$ cat src/rtl/text_console_cursor_engine_top_assert.svh
// ----------------------------------------------------------------------------
// Assertion macros for the text console cursor engine
// Shared concurrent assertion forms used by the RTL modules.
// ----------------------------------------------------------------------------
`ifndef TEXT_CONSOLE_CURSOR_ENGINE_TOP_ASSERT_SVH
`define TEXT_CONSOLE_CURSOR_ENGINE_TOP_ASSERT_SVH

// Check that a condition implies another in the same cycle
`define TCCE_ASSERT_IMPLY(label, clk, rst, ante, cons, msg) \
   label: assert property (@(posedge clk) disable iff (rst) (ante) |-> (cons)) \
      else $error(msg);

// Check that a condition never occurs
`define TCCE_ASSERT_NEVER(label, clk, rst, cond, msg) \
   label: assert property (@(posedge clk) disable iff (rst) !(cond)) \
      else $error(msg);

`endif

$ cat src/rtl/tcce_pkg.sv
// ----------------------------------------------------------------------------
// tcce_pkg
// Types, codes and default sizes shared by the text console engine modules.
// ----------------------------------------------------------------------------
package tcce_pkg;

   // Default geometry
   localparam int DEF_SCREEN_WIDTH  = 80;
   localparam int DEF_SCREEN_HEIGHT = 25;
   localparam int DEF_SCREEN_COUNT  = 4;

   // Command queue between front and back
   localparam int QUEUE_DEPTH = 2;

   // Operation codes
   localparam logic [2:0] OP_PUT_CHAR   = 3'd0;
   localparam logic [2:0] OP_SET_COLOUR = 3'd1;
   localparam logic [2:0] OP_SWITCH     = 3'd2;
   localparam logic [2:0] OP_CLEAR      = 3'd3;
   localparam logic [2:0] OP_READ_CELL  = 3'd4;

   // Control characters
   localparam logic [7:0] CH_BACKSPACE = 8'd8;
   localparam logic [7:0] CH_TAB       = 8'd9;
   localparam logic [7:0] CH_NEWLINE   = 8'd10;
   localparam logic [7:0] CH_RETURN    = 8'd13;
   localparam logic [7:0] BLANK_CHAR   = 8'h20;

   localparam logic [7:0] RESET_COLOUR = 8'h07;
   localparam int         TAB_STOP     = 4;

   typedef enum logic [3:0] {
      K_PLAIN,
      K_TAB,
      K_NEWLINE,
      K_RETURN,
      K_BACKSPACE,
      K_COLOUR,
      K_SWITCH,
      K_CLEAR,
      K_READ,
      K_NOP
   } cmd_kind_type;

   typedef struct packed {
      cmd_kind_type kind;
      logic [7:0]   char_code;
      logic [7:0]   colour;
      logic [2:0]   screen;
      logic [10:0]  index;
   } cmd_type;

   typedef enum logic [3:0] {
      S_INIT,
      S_IDLE,
      S_EXEC,
      S_PUT,
      S_ERASE,
      S_SCROLL_START,
      S_SCROLL_MOVE,
      S_FILL,
      S_READ_WAIT,
      S_DONE
   } back_state_type;

endpackage

$ cat src/rtl/tcce_front.sv
// ----------------------------------------------------------------------------
// tcce_front
// Takes requests, classifies them into engine commands and queues them.
// ----------------------------------------------------------------------------
module tcce_front #(
   parameter int SCREEN_WIDTH  = tcce_pkg::DEF_SCREEN_WIDTH,
   parameter int SCREEN_HEIGHT = tcce_pkg::DEF_SCREEN_HEIGHT,
   parameter int SCREEN_COUNT  = tcce_pkg::DEF_SCREEN_COUNT
) (
   input  logic              req_valid,
   output logic              req_stall,
   input  logic [2:0]        req_operation,
   input  logic [7:0]        req_char_code,
   input  logic [3:0]        req_foreground,
   input  logic [3:0]        req_background,
   input  logic [2:0]        req_screen_select,
   input  logic [10:0]       req_cell_index,
   input  logic              init_busy,
   input  logic              q_full,
   output logic              q_push,
   output tcce_pkg::cmd_type q_cmd
);
   import tcce_pkg::*;

   localparam int CELLS = SCREEN_WIDTH * SCREEN_HEIGHT;

   // Hold requests while the store is being initialized or the queue is full
   assign req_stall = init_busy | q_full;
   assign q_push    = req_valid & ~req_stall;

   // Classify the request
   always_comb begin
      q_cmd.kind      = K_NOP;
      q_cmd.char_code = req_char_code;
      q_cmd.colour    = {req_background, req_foreground};
      q_cmd.screen    = req_screen_select;
      q_cmd.index     = req_cell_index;
      unique case (req_operation)
         OP_PUT_CHAR: begin
            unique case (req_char_code)
               CH_NEWLINE:   q_cmd.kind = K_NEWLINE;
               CH_RETURN:    q_cmd.kind = K_RETURN;
               CH_BACKSPACE: q_cmd.kind = K_BACKSPACE;
               CH_TAB: begin
                  q_cmd.kind      = K_TAB;
                  q_cmd.char_code = BLANK_CHAR;
               end
               default:      q_cmd.kind = K_PLAIN;
            endcase
         end
         OP_SET_COLOUR: q_cmd.kind = K_COLOUR;
         OP_SWITCH: begin
            if (32'(req_screen_select) < 32'(SCREEN_COUNT)) begin
               q_cmd.kind = K_SWITCH;
            end
         end
         OP_CLEAR: q_cmd.kind = K_CLEAR;
         OP_READ_CELL: begin
            if (32'(req_cell_index) < 32'(CELLS)) begin
               q_cmd.kind = K_READ;
            end
         end
         default: q_cmd.kind = K_NOP;
      endcase
   end

endmodule

$ cat config.mk
export PLATFORM = sky130hd
export DESIGN_NAME = tcce_front
export DESIGN_NICKNAME = d
export VERILOG_FILES = /design/src/rtl/text_console_cursor_engine_top_assert.svh /design/src/rtl/tcce_pkg.sv /design/src/rtl/tcce_front.sv
export SDC_FILE = /design/constraint.sdc
export NUM_CORES = 1
export LEC_CHECK = 0
export BUFFER_PORTS_ARGS = -buffer_cell sky130_fd_sc_hd__buf_2
export CORE_UTILIZATION = 27
export DETAILED_ROUTE_END_ITERATION = 7
export PLACE_DENSITY = 0.86
export SYNTH_ARGS = -nofsm -noshare
export SYNTH_HDL_FRONTEND = slang
export SYNTH_SLANG_ARGS = --single-unit
$ cat constraint.sdc
create_clock -name vclk -period 1.1
set_input_delay 0.11 -clock vclk [all_inputs]
set_output_delay 0.11 -clock vclk [all_outputs]
set_load 0.005 [all_outputs]
==> results.tsv <==
stage	metric	value	unit
timing	RSZ-0062 raised after global routing	true	
critical_path	startpoint types	input pin	
routing	WL/cell	9.84	um
power_and_ir_drop	Clock Power Share	0	
critical_path	CP Class	input pin to output pin	
power_and_ir_drop	static leakage	0.282	nW
routing	vias per cell	4.74	
synth	syn nets	92	
global_route	vias in the first global route	373	
synth	Mapped Avg Cell Area	6.55	um2
min_path	Hold/Removal Path Class	input pin to output pin	
synth	largest family of logic cells by synthesized area	buffers and inverters	
final_layout	area of the multi-input gates	201	um2
power_and_ir_drop	Pwr per Cell Area	331	mW/mm2
final_layout	fin nets	115	
power_and_ir_drop	Sw Share	0.442	
power_and_ir_drop	Logic pwr share	1.000	
timing	Max-slew headroom	0.852	
place	hpwl dp	732	um
synth	post-synthesis sequential area ratio	0	
power_and_ir_drop	Reg power frac	0	
routing	routed vias	431	
timing	setup TNS	-0.159	ns
final_layout	Syn-to-layout area delta	38.9	%
timing	Tcrit/Tclk final	1.04	
floorplanning	die area	0.00151	mm2
final_layout	seq_cells	0	
critical_path	Worst EP arrival	1.03	ns
place	Placed Cells	90	
timing	fin. max-slew vios	0	
floorplanning	core area	0.00119	mm2
final_layout	Sequential Area	0	um2
timing	final hold slack	0.220	ns
routing	DRC viols	0	
power_and_ir_drop	Internal Power	93.9	uW
global_route	initial antenna violation count	0	
final_layout	proportion of layout cells with a drive suffix above 1	0.727	
routing	post-route ant nets	0	
floorplanning	Die Ht	38.9	um
timing	Final min period	1.14	ns
timing	Final Hold Viols	0	
floorplanning	total I/O pin count	72	
synth	proportion of synthesized area in mux cells	0	
final_layout	final std cells w/o fill	91	
final_layout	clk_buf instances	0	
flow_run	max-cap violations	0	
run_status	outcome	finished, violations left	
floorplanning	row cnt	12	
final_layout	Fillers	130	
routing	DRT iter0 DRCs	8	
timing	Worst-Margin Slew	0.221	ns
global_route	All-Layer GR Usage	0.121	
critical_path	Worst Path Max Fanout	4	
global_route	first-pass GRT wire length	1.36	mm
floorplanning	DIE WIDTH	38.9	um
routing	1st-pass router iterations	2	
synth	cell count after synthesis	56	
critical_path	crit end category	output pin	
synth	Synth Area in XOR/XNOR	0	
synth	post-synthesis simple-gate area fraction	0.253	
place	routability congestion estimate from global placement	0.668	
power_and_ir_drop	total power	168	uW
place	Buffers on Ports	44	
power_and_ir_drop	switching power	74.4	uW
timing	Final setup viols	5	
run_status	failing checks	setup timing	
critical_path	Critical Path RT	0.99	ns
synth	adder-cell share of the synthesized area	0	
global_route	grt ovf	0	
synth	Ys Warns	0	
global_route	pin count of the biggest net entering global routing	7	
power_and_ir_drop	worst vdd ir	0.138	mV
synth	post-synthesis compound-gate area fraction	0.205	
final_layout	antenna cells	0	
synth	Syn Std Cell Area	367	um2
timing	worst setup margin	-0.0409	ns
synth	Netlist cell types	18	
routing	final WL	895	um
timing	max frequency	877	MHz
floorplanning	initial core utilization	0.309	
==> critical path, stage by stage <==
cell and delay, ns:
buf_6 0.10, nor4_4 0.28, nand2_2 0.14, nor4_2 0.15, o31a_1 0.15, buf_2 0.10
==> path summary, 6_finish.rpt <==
kind,from,to,slack [ns],cells past startpoint
max,req_char_code[6],q_cmd[32],-0.04,6
min,req_foreground[1],q_cmd[15],0.22,0
==> power groups by stage <==
stage	clock, mW	combinational (mW)	sequential (mW)
3_5_place_dp	0	0.147	0
6_report	0	0.168	0
3_3_place_gp	0	0.145	0
5_1_grt	0	0.187	0
4_1_cts	0	0.168	0
2_1_floorplan	0	0.107	0
==> cell usage after synthesis (2+ instances only) <==
master	instances	area, um2
nor2_1	6	22.5
nand2_1	2	7.51
nor4_2	2	25.0
inv_1	4	15.0
o21ai_0	4	20.0
clkbuf_1	5	18.8
buf_4	22	165
==> kinds of logic (layout without fill, tap and decap cells) <==
logic type,after synthesis,after routing
buffers and inverters,31,52
AO/OA/AOI/OAI,11,11
AND/OR/NAND/NOR,14,14
==> metal layers <==
metal | up-vias | GRT usage | share of wire
li1 | 204 | - | -
met1 | 189 | 0.115 | 0.38
met2 | 36 | 0.271 | 0.50
met3 | 2 | 0.0116 | 0.11
met4 | 0 | 0.00862 | 0.0056
met5 | - | 0 | 0
==> cells in the final DEF (no fill, tap or decap) <==
master	n
a211o_1	1
a21boi_1	1
a21o_1	1
a21oi_1	1
a31o_2	1
buf_2	40
buf_4	4
buf_6	4
inv_1	4
nand2_1	1
nand2_2	1
nand4_1	1
nor2_1	6
nor3_4	1
nor4_2	1
nor4_4	1
nor4b_4	1
o21ai_0	3
o21ai_1	1
o311ai_2	1
o31a_1	1
or2_2	1
==> what timing repair did <==
item / in CTS / in global routing
hold buffers: 0 / 0
resized for setup: 9 / 1
endpoints found under the setup margin: 5 / 6
setup buffers: 0 / 1
gates cloned: 0 / 0
hold endpoints to repair: 0 / 0
pin swaps: 7 / 3
==> metrics by stage <==
step / util / setup WS [ns] / cell area [um2]
floorplan: - / 0.196 / 367
global placement: 0.373 / -0.125 / 443
detailed placement: 0.373 / -0.126 / 443
CTS: 0.423 / -0.0827 / 502
global route: 0.429 / -0.161 / 509
finish: 0.429 / -0.0409 / 509
==> area by class of cell <==
class | instances | share of cell area
Inverter | 4 | 0.0295
Tap cell | 14 | 0.0344
Timing Repair Buffer | 48 | 0.541
Multi-Input combinational cell | 25 | 0.396
No activity file was read; power rests on OpenSTA's default activity.
