[src/rtl/text_console_cursor_engine_top_assert.svh]
// ----------------------------------------------------------------------------
// Assertion macros for the text console cursor engine
// Shared concurrent assertion forms used by the RTL modules.
// ----------------------------------------------------------------------------
`ifndef TEXT_CONSOLE_CURSOR_ENGINE_TOP_ASSERT_SVH
`define TEXT_CONSOLE_CURSOR_ENGINE_TOP_ASSERT_SVH

// Check that a condition implies another in the same cycle
`define TCCE_ASSERT_IMPLY(label, clk, rst, ante, cons, msg) \
   label: assert property (@(posedge clk) disable iff (rst) (ante) |-> (cons)) \
      else $error(msg);

// Check that a condition never occurs
`define TCCE_ASSERT_NEVER(label, clk, rst, cond, msg) \
   label: assert property (@(posedge clk) disable iff (rst) !(cond)) \
      else $error(msg);

`endif

[src/rtl/tcce_pkg.sv]
// ----------------------------------------------------------------------------
// tcce_pkg
// Types, codes and default sizes shared by the text console engine modules.
// ----------------------------------------------------------------------------
package tcce_pkg;

   // Default geometry
   localparam int DEF_SCREEN_WIDTH  = 80;
   localparam int DEF_SCREEN_HEIGHT = 25;
   localparam int DEF_SCREEN_COUNT  = 4;

   // Command queue between front and back
   localparam int QUEUE_DEPTH = 2;

   // Operation codes
   localparam logic [2:0] OP_PUT_CHAR   = 3'd0;
   localparam logic [2:0] OP_SET_COLOUR = 3'd1;
   localparam logic [2:0] OP_SWITCH     = 3'd2;
   localparam logic [2:0] OP_CLEAR      = 3'd3;
   localparam logic [2:0] OP_READ_CELL  = 3'd4;

   // Control characters
   localparam logic [7:0] CH_BACKSPACE = 8'd8;
   localparam logic [7:0] CH_TAB       = 8'd9;
   localparam logic [7:0] CH_NEWLINE   = 8'd10;
   localparam logic [7:0] CH_RETURN    = 8'd13;
   localparam logic [7:0] BLANK_CHAR   = 8'h20;

   localparam logic [7:0] RESET_COLOUR = 8'h07;
   localparam int         TAB_STOP     = 4;

   typedef enum logic [3:0] {
      K_PLAIN,
      K_TAB,
      K_NEWLINE,
      K_RETURN,
      K_BACKSPACE,
      K_COLOUR,
      K_SWITCH,
      K_CLEAR,
      K_READ,
      K_NOP
   } cmd_kind_type;

   typedef struct packed {
      cmd_kind_type kind;
      logic [7:0]   char_code;
      logic [7:0]   colour;
      logic [2:0]   screen;
      logic [10:0]  index;
   } cmd_type;

   typedef enum logic [3:0] {
      S_INIT,
      S_IDLE,
      S_EXEC,
      S_PUT,
      S_ERASE,
      S_SCROLL_START,
      S_SCROLL_MOVE,
      S_FILL,
      S_READ_WAIT,
      S_DONE
   } back_state_type;

endpackage

[src/rtl/tcce_queue.sv]
// ----------------------------------------------------------------------------
// tcce_queue
// Short command queue that decouples the front from the back.
// ----------------------------------------------------------------------------
`include "text_console_cursor_engine_top_assert.svh"

module tcce_queue (
   input  logic              clock,
   input  logic              reset,
   input  logic              push,
   input  tcce_pkg::cmd_type push_cmd,
   input  logic              pop,
   output tcce_pkg::cmd_type head_cmd,
   output logic              empty,
   output logic              full
);
   import tcce_pkg::*;

   localparam int PTR_W = (QUEUE_DEPTH > 1) ? $clog2(QUEUE_DEPTH) : 1;
   localparam int CNT_W = $clog2(QUEUE_DEPTH + 1);

   cmd_type            entry_ff [QUEUE_DEPTH];
   logic [PTR_W-1:0]   wr_ptr_ff, wr_ptr_in;
   logic [PTR_W-1:0]   rd_ptr_ff, rd_ptr_in;
   logic [CNT_W-1:0]   count_ff, count_in;

   assign empty    = (count_ff == '0);
   assign full     = (count_ff == CNT_W'(QUEUE_DEPTH));
   assign head_cmd = entry_ff[rd_ptr_ff];

   // Advance pointers with wrap and track fill level
   always_comb begin
      wr_ptr_in = wr_ptr_ff;
      rd_ptr_in = rd_ptr_ff;
      count_in  = count_ff;
      if (push) begin
         wr_ptr_in = (wr_ptr_ff == PTR_W'(QUEUE_DEPTH - 1)) ? '0 : wr_ptr_ff + 1'b1;
      end
      if (pop) begin
         rd_ptr_in = (rd_ptr_ff == PTR_W'(QUEUE_DEPTH - 1)) ? '0 : rd_ptr_ff + 1'b1;
      end
      case ({push, pop})
         2'b10:   count_in = count_ff + 1'b1;
         2'b01:   count_in = count_ff - 1'b1;
         default: count_in = count_ff;
      endcase
   end

   always_ff @(posedge clock) begin
      if (reset) begin
         wr_ptr_ff <= '0;
         rd_ptr_ff <= '0;
         count_ff  <= '0;
      end else begin
         wr_ptr_ff <= wr_ptr_in;
         rd_ptr_ff <= rd_ptr_in;
         count_ff  <= count_in;
      end
   end

   // Store entries
   always_ff @(posedge clock) begin
      if (push) begin
         entry_ff[wr_ptr_ff] <= push_cmd;
      end
   end

   `TCCE_ASSERT_NEVER(a_push_when_full, clock, reset, push && full, "queue overflow")
   `TCCE_ASSERT_NEVER(a_pop_when_empty, clock, reset, pop && empty, "queue underflow")

endmodule

[config.mk]
export PLATFORM = sky130hd
export DESIGN_NAME = tcce_queue
export DESIGN_NICKNAME = d
export VERILOG_FILES = /design/src/rtl/tcce_pkg.sv /design/src/rtl/tcce_queue.sv
export VERILOG_INCLUDE_DIRS = /design/src /design/src/rtl
export SDC_FILE = /design/constraint.sdc
export NUM_CORES = 1
export LEC_CHECK = 0
export ABC_AREA = 1
export BUFFER_PORTS_ARGS = -buffer_cell sky130_fd_sc_hd__buf_2
export CAP_MARGIN = 0
export CORE_ASPECT_RATIO = 0.6
export CORE_MARGIN = 4
export CORE_UTILIZATION = 52
export DETAILED_ROUTE_END_ITERATION = 10
export PLACE_DENSITY = 0.79
export SYNTH_ARGS = -nofsm -noshare
export SYNTH_HDL_FRONTEND = slang
export SYNTH_SLANG_ARGS = --single-unit
[constraint.sdc]
create_clock -name clock -period 2.6 [get_ports clock]
set_input_delay 0.13 -clock clock [delete_from_list [all_inputs] [get_ports clock]]
set_output_delay 0.13 -clock clock [all_outputs]
set_load 0.02 [all_outputs]
==> results of run 1 <==
-- cells in the final DEF (no fill, tap or decap) --
cell / count
dlygate4sd3_1: 35
buf_4: 1
o21ai_0: 1
buf_2: 73
nor2_1: 9
mux2_2: 4
bufinv_16: 2
edfxtp_1: 68
clkinv_2: 2
nor3_1: 1
ha_1: 1
clkbuf_8: 9
nand4_1: 1
nand2_1: 5
dfxtp_2: 1
mux2_4: 30
buf_12: 2
clkinvlp_4: 1
inv_1: 7
xnor2_1: 1
nor2_4: 1
dfxtp_1: 4
a21oi_1: 1
clkinv_1: 2
-- state kept, by name, indices dropped and copies added (netlist names), named ones only --
| signal | flops |
|---|---|
| wr_ptr_ff | 1 |
| count_ff | 2 |
| entry_ff | 68 |
| rd_ptr_ff | 1 |
-- metrics by stage --
step	std cells	hold WS, ps	setup WS [ps]	total power, mW
final	328	86.4	712	2.69
after global placement	277	318	1070	1.75
after CTS	328	69.9	684	2.72
after floorplan	139	202	415	1.66
after detailed placement	277	321	1030	1.76
after global routing	328	93.8	617	2.80
-- worst reg2reg max path, delay by kind of cell (launching register included) --
kind	cells	cell delay [ps]
buf+inv	1	370
flops	1	350
simple gates	1	520
-- report_power, final --
part	total [mW]	leakage (nW)	internal (mW)	switching, mW
Combinational	0.386	0.777	0.196	0.190
Sequential	1.39	0.680	1.36	0.0324
Clock	0.911	0.104	0.530	0.382
Total	2.69	1.56	2.08	0.604
-- worst paths after layout --
path             start               to  slack (ps)  cells after the start
min reg2reg  rd_ptr_ff        rd_ptr_ff         530                      2
max reg2reg  wr_ptr_ff  entry_ff[0][16]        1050                      2
min               push        wr_ptr_ff          90                      3
max           register     head_cmd[12]         710                      3
-- logic make-up (layout without fill, tap and decap cells) --
group           after synthesis  count (layout)  share of synthesized area
flops                        73              73                      0.756
mux                          34              34                      0.175
simple gates                 17              17                     0.0238
buf+inv                      11             134                     0.0344
compound gates                2               2                    0.00353
fa+ha+maj                     1               1                    0.00441
xor+xnor                      1               1                    0.00309
-- layout make-up --
type | instances | area, sq um | area share
sequential | 73 | 2140 | 0.560
timing repair buffer | 111 | 763 | 0.199
multi-input combinational | 55 | 602 | 0.157
clock buffer | 9 | 124 | 0.0324
clock inverter | 7 | 85.1 | 0.0222
tap | 66 | 82.6 | 0.0216
inverter | 7 | 26.3 | 0.00687
-- per-layer routing --
| layer | GRT usage | part of all wire |
|---|---|---|
| met3 | 0.0562 | 0.042 |
| met4 | 0.0582 | 0.012 |
| met5 | 0 | 0 |
| met1 | 0.188 | 0.44 |
| met2 | 0.273 | 0.50 |
==> impl_metrics.json, run 1 <==
{
  "outcome": "finished, final reports clean",
  "nets": 296,
  "numPortBuffers": 73,
  "initial_utilization": 0.550,
  "critPathKind": "register to output pin",
  "synth_edf_count": 68,
  "yosys.area.top_type": "edfxtp_1",
  "p_leak_nw": 1.56,
  "slew_viol_final": 0,
  "grt_pass1_vias": 1621,
  "hold_class": "input pin to register",
  "grt_first_pass_wirelength_um": 7850,
  "finalHoldViolCount": 0,
  "finalInstanceArea_sq_mm": 0.00383,
  "cts_buffer_depth": 2,
  "ys_ff_latch": 73,
  "cp-end-kind": "output pin",
  "io_pins": 74,
  "routed-via-count": 1549,
  "grt_max_degree": 21,
  "root_buffer": "clkbuf_8",
  "fin_crit_ps": 1890,
  "final_antenna_net_count": 0,
  "grt_overflow_total": 0,
  "fill_cells": 335,
  "crit_chain": "buf_12 -> mux2_4 -> buf_2",
  "skew_ps": 3.86,
  "die_h_um": 65.2,
  "cts_tree": "built",
  "final_core_util": 0.742,
  "vdd_drop_max_mv": 0.507,
  "grt_usage": 0.160,
  "antenna_cells": 0,
  "required_ps": 2470,
  "synth_area_leaders": "edfxtp_1 (72%), mux2_4 (16%), dfxtp_1 (3.5%), buf_12 (2.1%), mux2_2 (1.6%)",
  "clock_latency_ps": 330,
  "dieArea_sq_mm": 0.00673,
  "min_period_over_period": 0.726,
  "antenna_found_initial": 0,
  "cts_resized": 0,
  "drc_errors": 0,
  "drive_gt1_frac": 0.481,
  "worst_pin_slew_ps": 705,
  "synthCells": 139,
  "yosysMostFrequentCell": "edfxtp_1",
  "rsz0062_at_grt": "false",
  "post_cts_buffers": 0,
  "slowest_delay_ps": 670,
  "cts.reportedPaths.clkPinSlew_ps": 70,
  "relSlewSlack": 0.530,
  "clock_sinks": 73,
  "seq_area_frac_synth": 0.756,
  "arrival_ps": 1760,
  "rows": 20,
  "cts_hold_buf": 35,
  "first_pass_iters": 4,
  "dp_hpwl_um": 3200,
  "synth_commonest_cells": "edfxtp_1 (68), mux2_4 (30), nor2_1 (10), inv_1 (7)",
  "synth_cell_type_count": 15,
  "power.density_mw_per_mm2": 702,
  "tns_ps": 0,
  "placed_cell_area_sq_mm": 0.00327,
  "crit_family": "flip-flops",
  "wl_um": 4900,
  "synth-main-ff-cell": "edfxtp_1",
  "numCtsBuffers": 9,
  "async_reset_ff_frac": 0,
  "gp_congestion": 0.770,
  "drt_iter0_drc": 39,
  "cts_htree_levels": 3,
  "syn_nets": 178,
  "timing.fmax_mhz": 530,
  "core_area_sq_mm": 0.00515,
  "viasPerCell": 4.72,
  "syn_avg_cell_area_sq_um": 20.4,
  "slowest_stage": "dfxtp_2",
  "syn-cell-area_sq_mm": 0.00283,
  "die_x_um": 103,
  "start_kind": "register",
  "critPathMaxFanout": 19,
  "wire_per_inst_um": 14.9,
  "synth_top_area_frac": 0.721,
  "yosysWarningCount": 0,
  "worst-path-buf-inv": 2,
  "syn2layout_area_growth_pct": 35.0,
  "setup_viol": 0,
  "max_cap_viol_count": 0
}
No activity file was read; power rests on OpenSTA's default activity.
==> run 2, diff against run 1 <==
CORE_UTILIZATION = 47   (was 52)
PLACE_DENSITY = 0.75   (was 0.79)
clock period = 1.7 ns   (was 2.6 ns; I/O delays follow)
==> impl_metrics.json, run 2 (synthesis results as in run 1) <==
{
  "final_common_cell": "buf_2",
  "place_ws_ps": 481,
  "cp-end-kind": "output pin",
  "routed-via-count": 1565,
  "seq_power_share": 0.514,
  "clock_sinks": 73,
  "core_area_sq_mm": 0.00570,
  "final_cell_count_no_fill": 345,
  "skew_ps": 7.98,
  "p_sw_mw": 0.893,
  "viasPerCell": 4.54,
  "outcome": "finished, final reports clean",
  "grt_first_pass_wirelength_um": 7950,
  "antenna_found_initial": 0,
  "setup_viol": 0,
  "final_cell_mix": "buf_2 (73), edfxtp_1 (68), dlygate4sd3_1 (35)",
  "post_cts_buffers": 0,
  "finalHoldViolCount": 0,
  "grt_overflow_total": 0,
  "critPathMaxFanout": 15,
  "drc_errors": 0,
  "rows": 21,
  "grt_pass1_vias": 1680,
  "slew_viol_final": 0,
  "syn2layout_area_growth_pct": 35.8,
  "antenna_cells": 0,
  "required_ps": 1620,
  "p_leak_nw": 1.57,
  "top_register": "entry_ff",
  "first_pass_iters": 4,
  "critPathKind": "register to output pin",
  "netSwitchingFraction": 0.218,
  "final_antenna_net_count": 0,
  "hold_class": "input pin to register",
  "setup_ws_ps": 137,
  "cts_buffer_depth": 2,
  "dp_cells": 294,
  "rsz0062_at_grt": "false",
  "min_period_over_period": 0.919,
  "nets": 299,
  "cts_tree": "built",
  "reg_top3": "entry_ff: 68 flops, count_ff: 2 flops",
  "dieArea_sq_mm": 0.00738,
  "clkPwrFrac": 0.336,
  "root_buffer": "clkbuf_8",
  "fin_crit_ps": 1560,
  "power.density_mw_per_mm2": 1060,
  "numCtsBuffers": 9,
  "clock_latency_ps": 330,
  "timing.fmax_mhz": 640,
  "internal_power_mw": 3.21,
  "start_kind": "register",
  "grt_usage": 0.147,
  "drive_gt1_frac": 0.479,
  "relSlewSlack": 0.804,
  "cts.reportedPaths.clkPinSlew_ps": 70,
  "drt_iter0_drc": 45,
  "tns_ps": 0,
  "gp_congestion": 0.782,
  "dp_hpwl_um": 3220,
  "numPortBuffers": 73,
  "grt_max_degree": 20,
  "cts_htree_levels": 3,
  "wl_um": 4990,
  "io_pins": 74,
  "largest_register_ffs": 68,
  "wire_per_inst_um": 14.5,
  "combPwrFrac": 0.150,
  "worst_pin_slew_ps": 294,
  "die_x_um": 108,
  "die_h_um": 68.2,
  "max_cap_viol_count": 0,
  "initial_utilization": 0.497,
  "arrival_ps": 1480,
  "vdd_drop_max_mv": 0.576
}
[run 2: final cells by class]
type / instances / area (sq um)
flip-flops and latches: 73 / 2140
fillers: 405 / 1850
repair buffers: 114 / 773
multi-input cells: 55 / 602
clock buffers: 13 / 139
well taps: 80 / 100
clock inverters: 3 / 65.1
inverters: 7 / 26.3
[run 2: stage by stage]
step,power [mW],area (sq um),hold WS (ps),util
6_report,4.10,3850,44.5,0.675
4_1_cts,4.16,3850,24.3,0.675
3_5_place_dp,2.70,3290,278,0.578
3_3_place_gp,2.69,3290,273,0.578
5_1_grt,4.29,3850,27.0,0.675
2_1_floorplan,2.53,2840,157,-
[run 2: metal layers]
metal	up-vias	GRT usage	routed length, um
met5	-	0	0
met4	0	0.0472	51
met3	4	0.0575	382
met2	57	0.262	2440
met1	741	0.165	2120
li1	763	-	-
[run 2: final timing paths]
kind / start / end / slack (ps) / cells past startpoint
setup / recovery: register / head_cmd[19] / 140 / 3
hold / removal: push / wr_ptr_ff / 40 / 3
setup reg to reg: wr_ptr_ff / entry_ff[1][27] / 580 / 3
hold reg to reg: rd_ptr_ff / rd_ptr_ff / 550 / 2
[run 2: worst max-delay path: stages (launching register included)]
cell and delay (ps):
dfxtp_2 350, buf_4 290, mux2_4 330, buf_2 160
[run 2: timing repair]
action,CTS,global route
hold buffers,35,0
hold endpoints to repair,71,0
resized for setup,0,0
[run 2: power by group through the flow]
stage	clock, mW	combinational, mW	sequential [mW]
4_1_cts	1.43	0.621	2.11
6_report	1.38	0.615	2.11
3_5_place_dp	0	0.558	2.14
3_3_place_gp	0	0.546	2.14
5_1_grt	1.51	0.663	2.11
2_1_floorplan	0	0.398	2.14
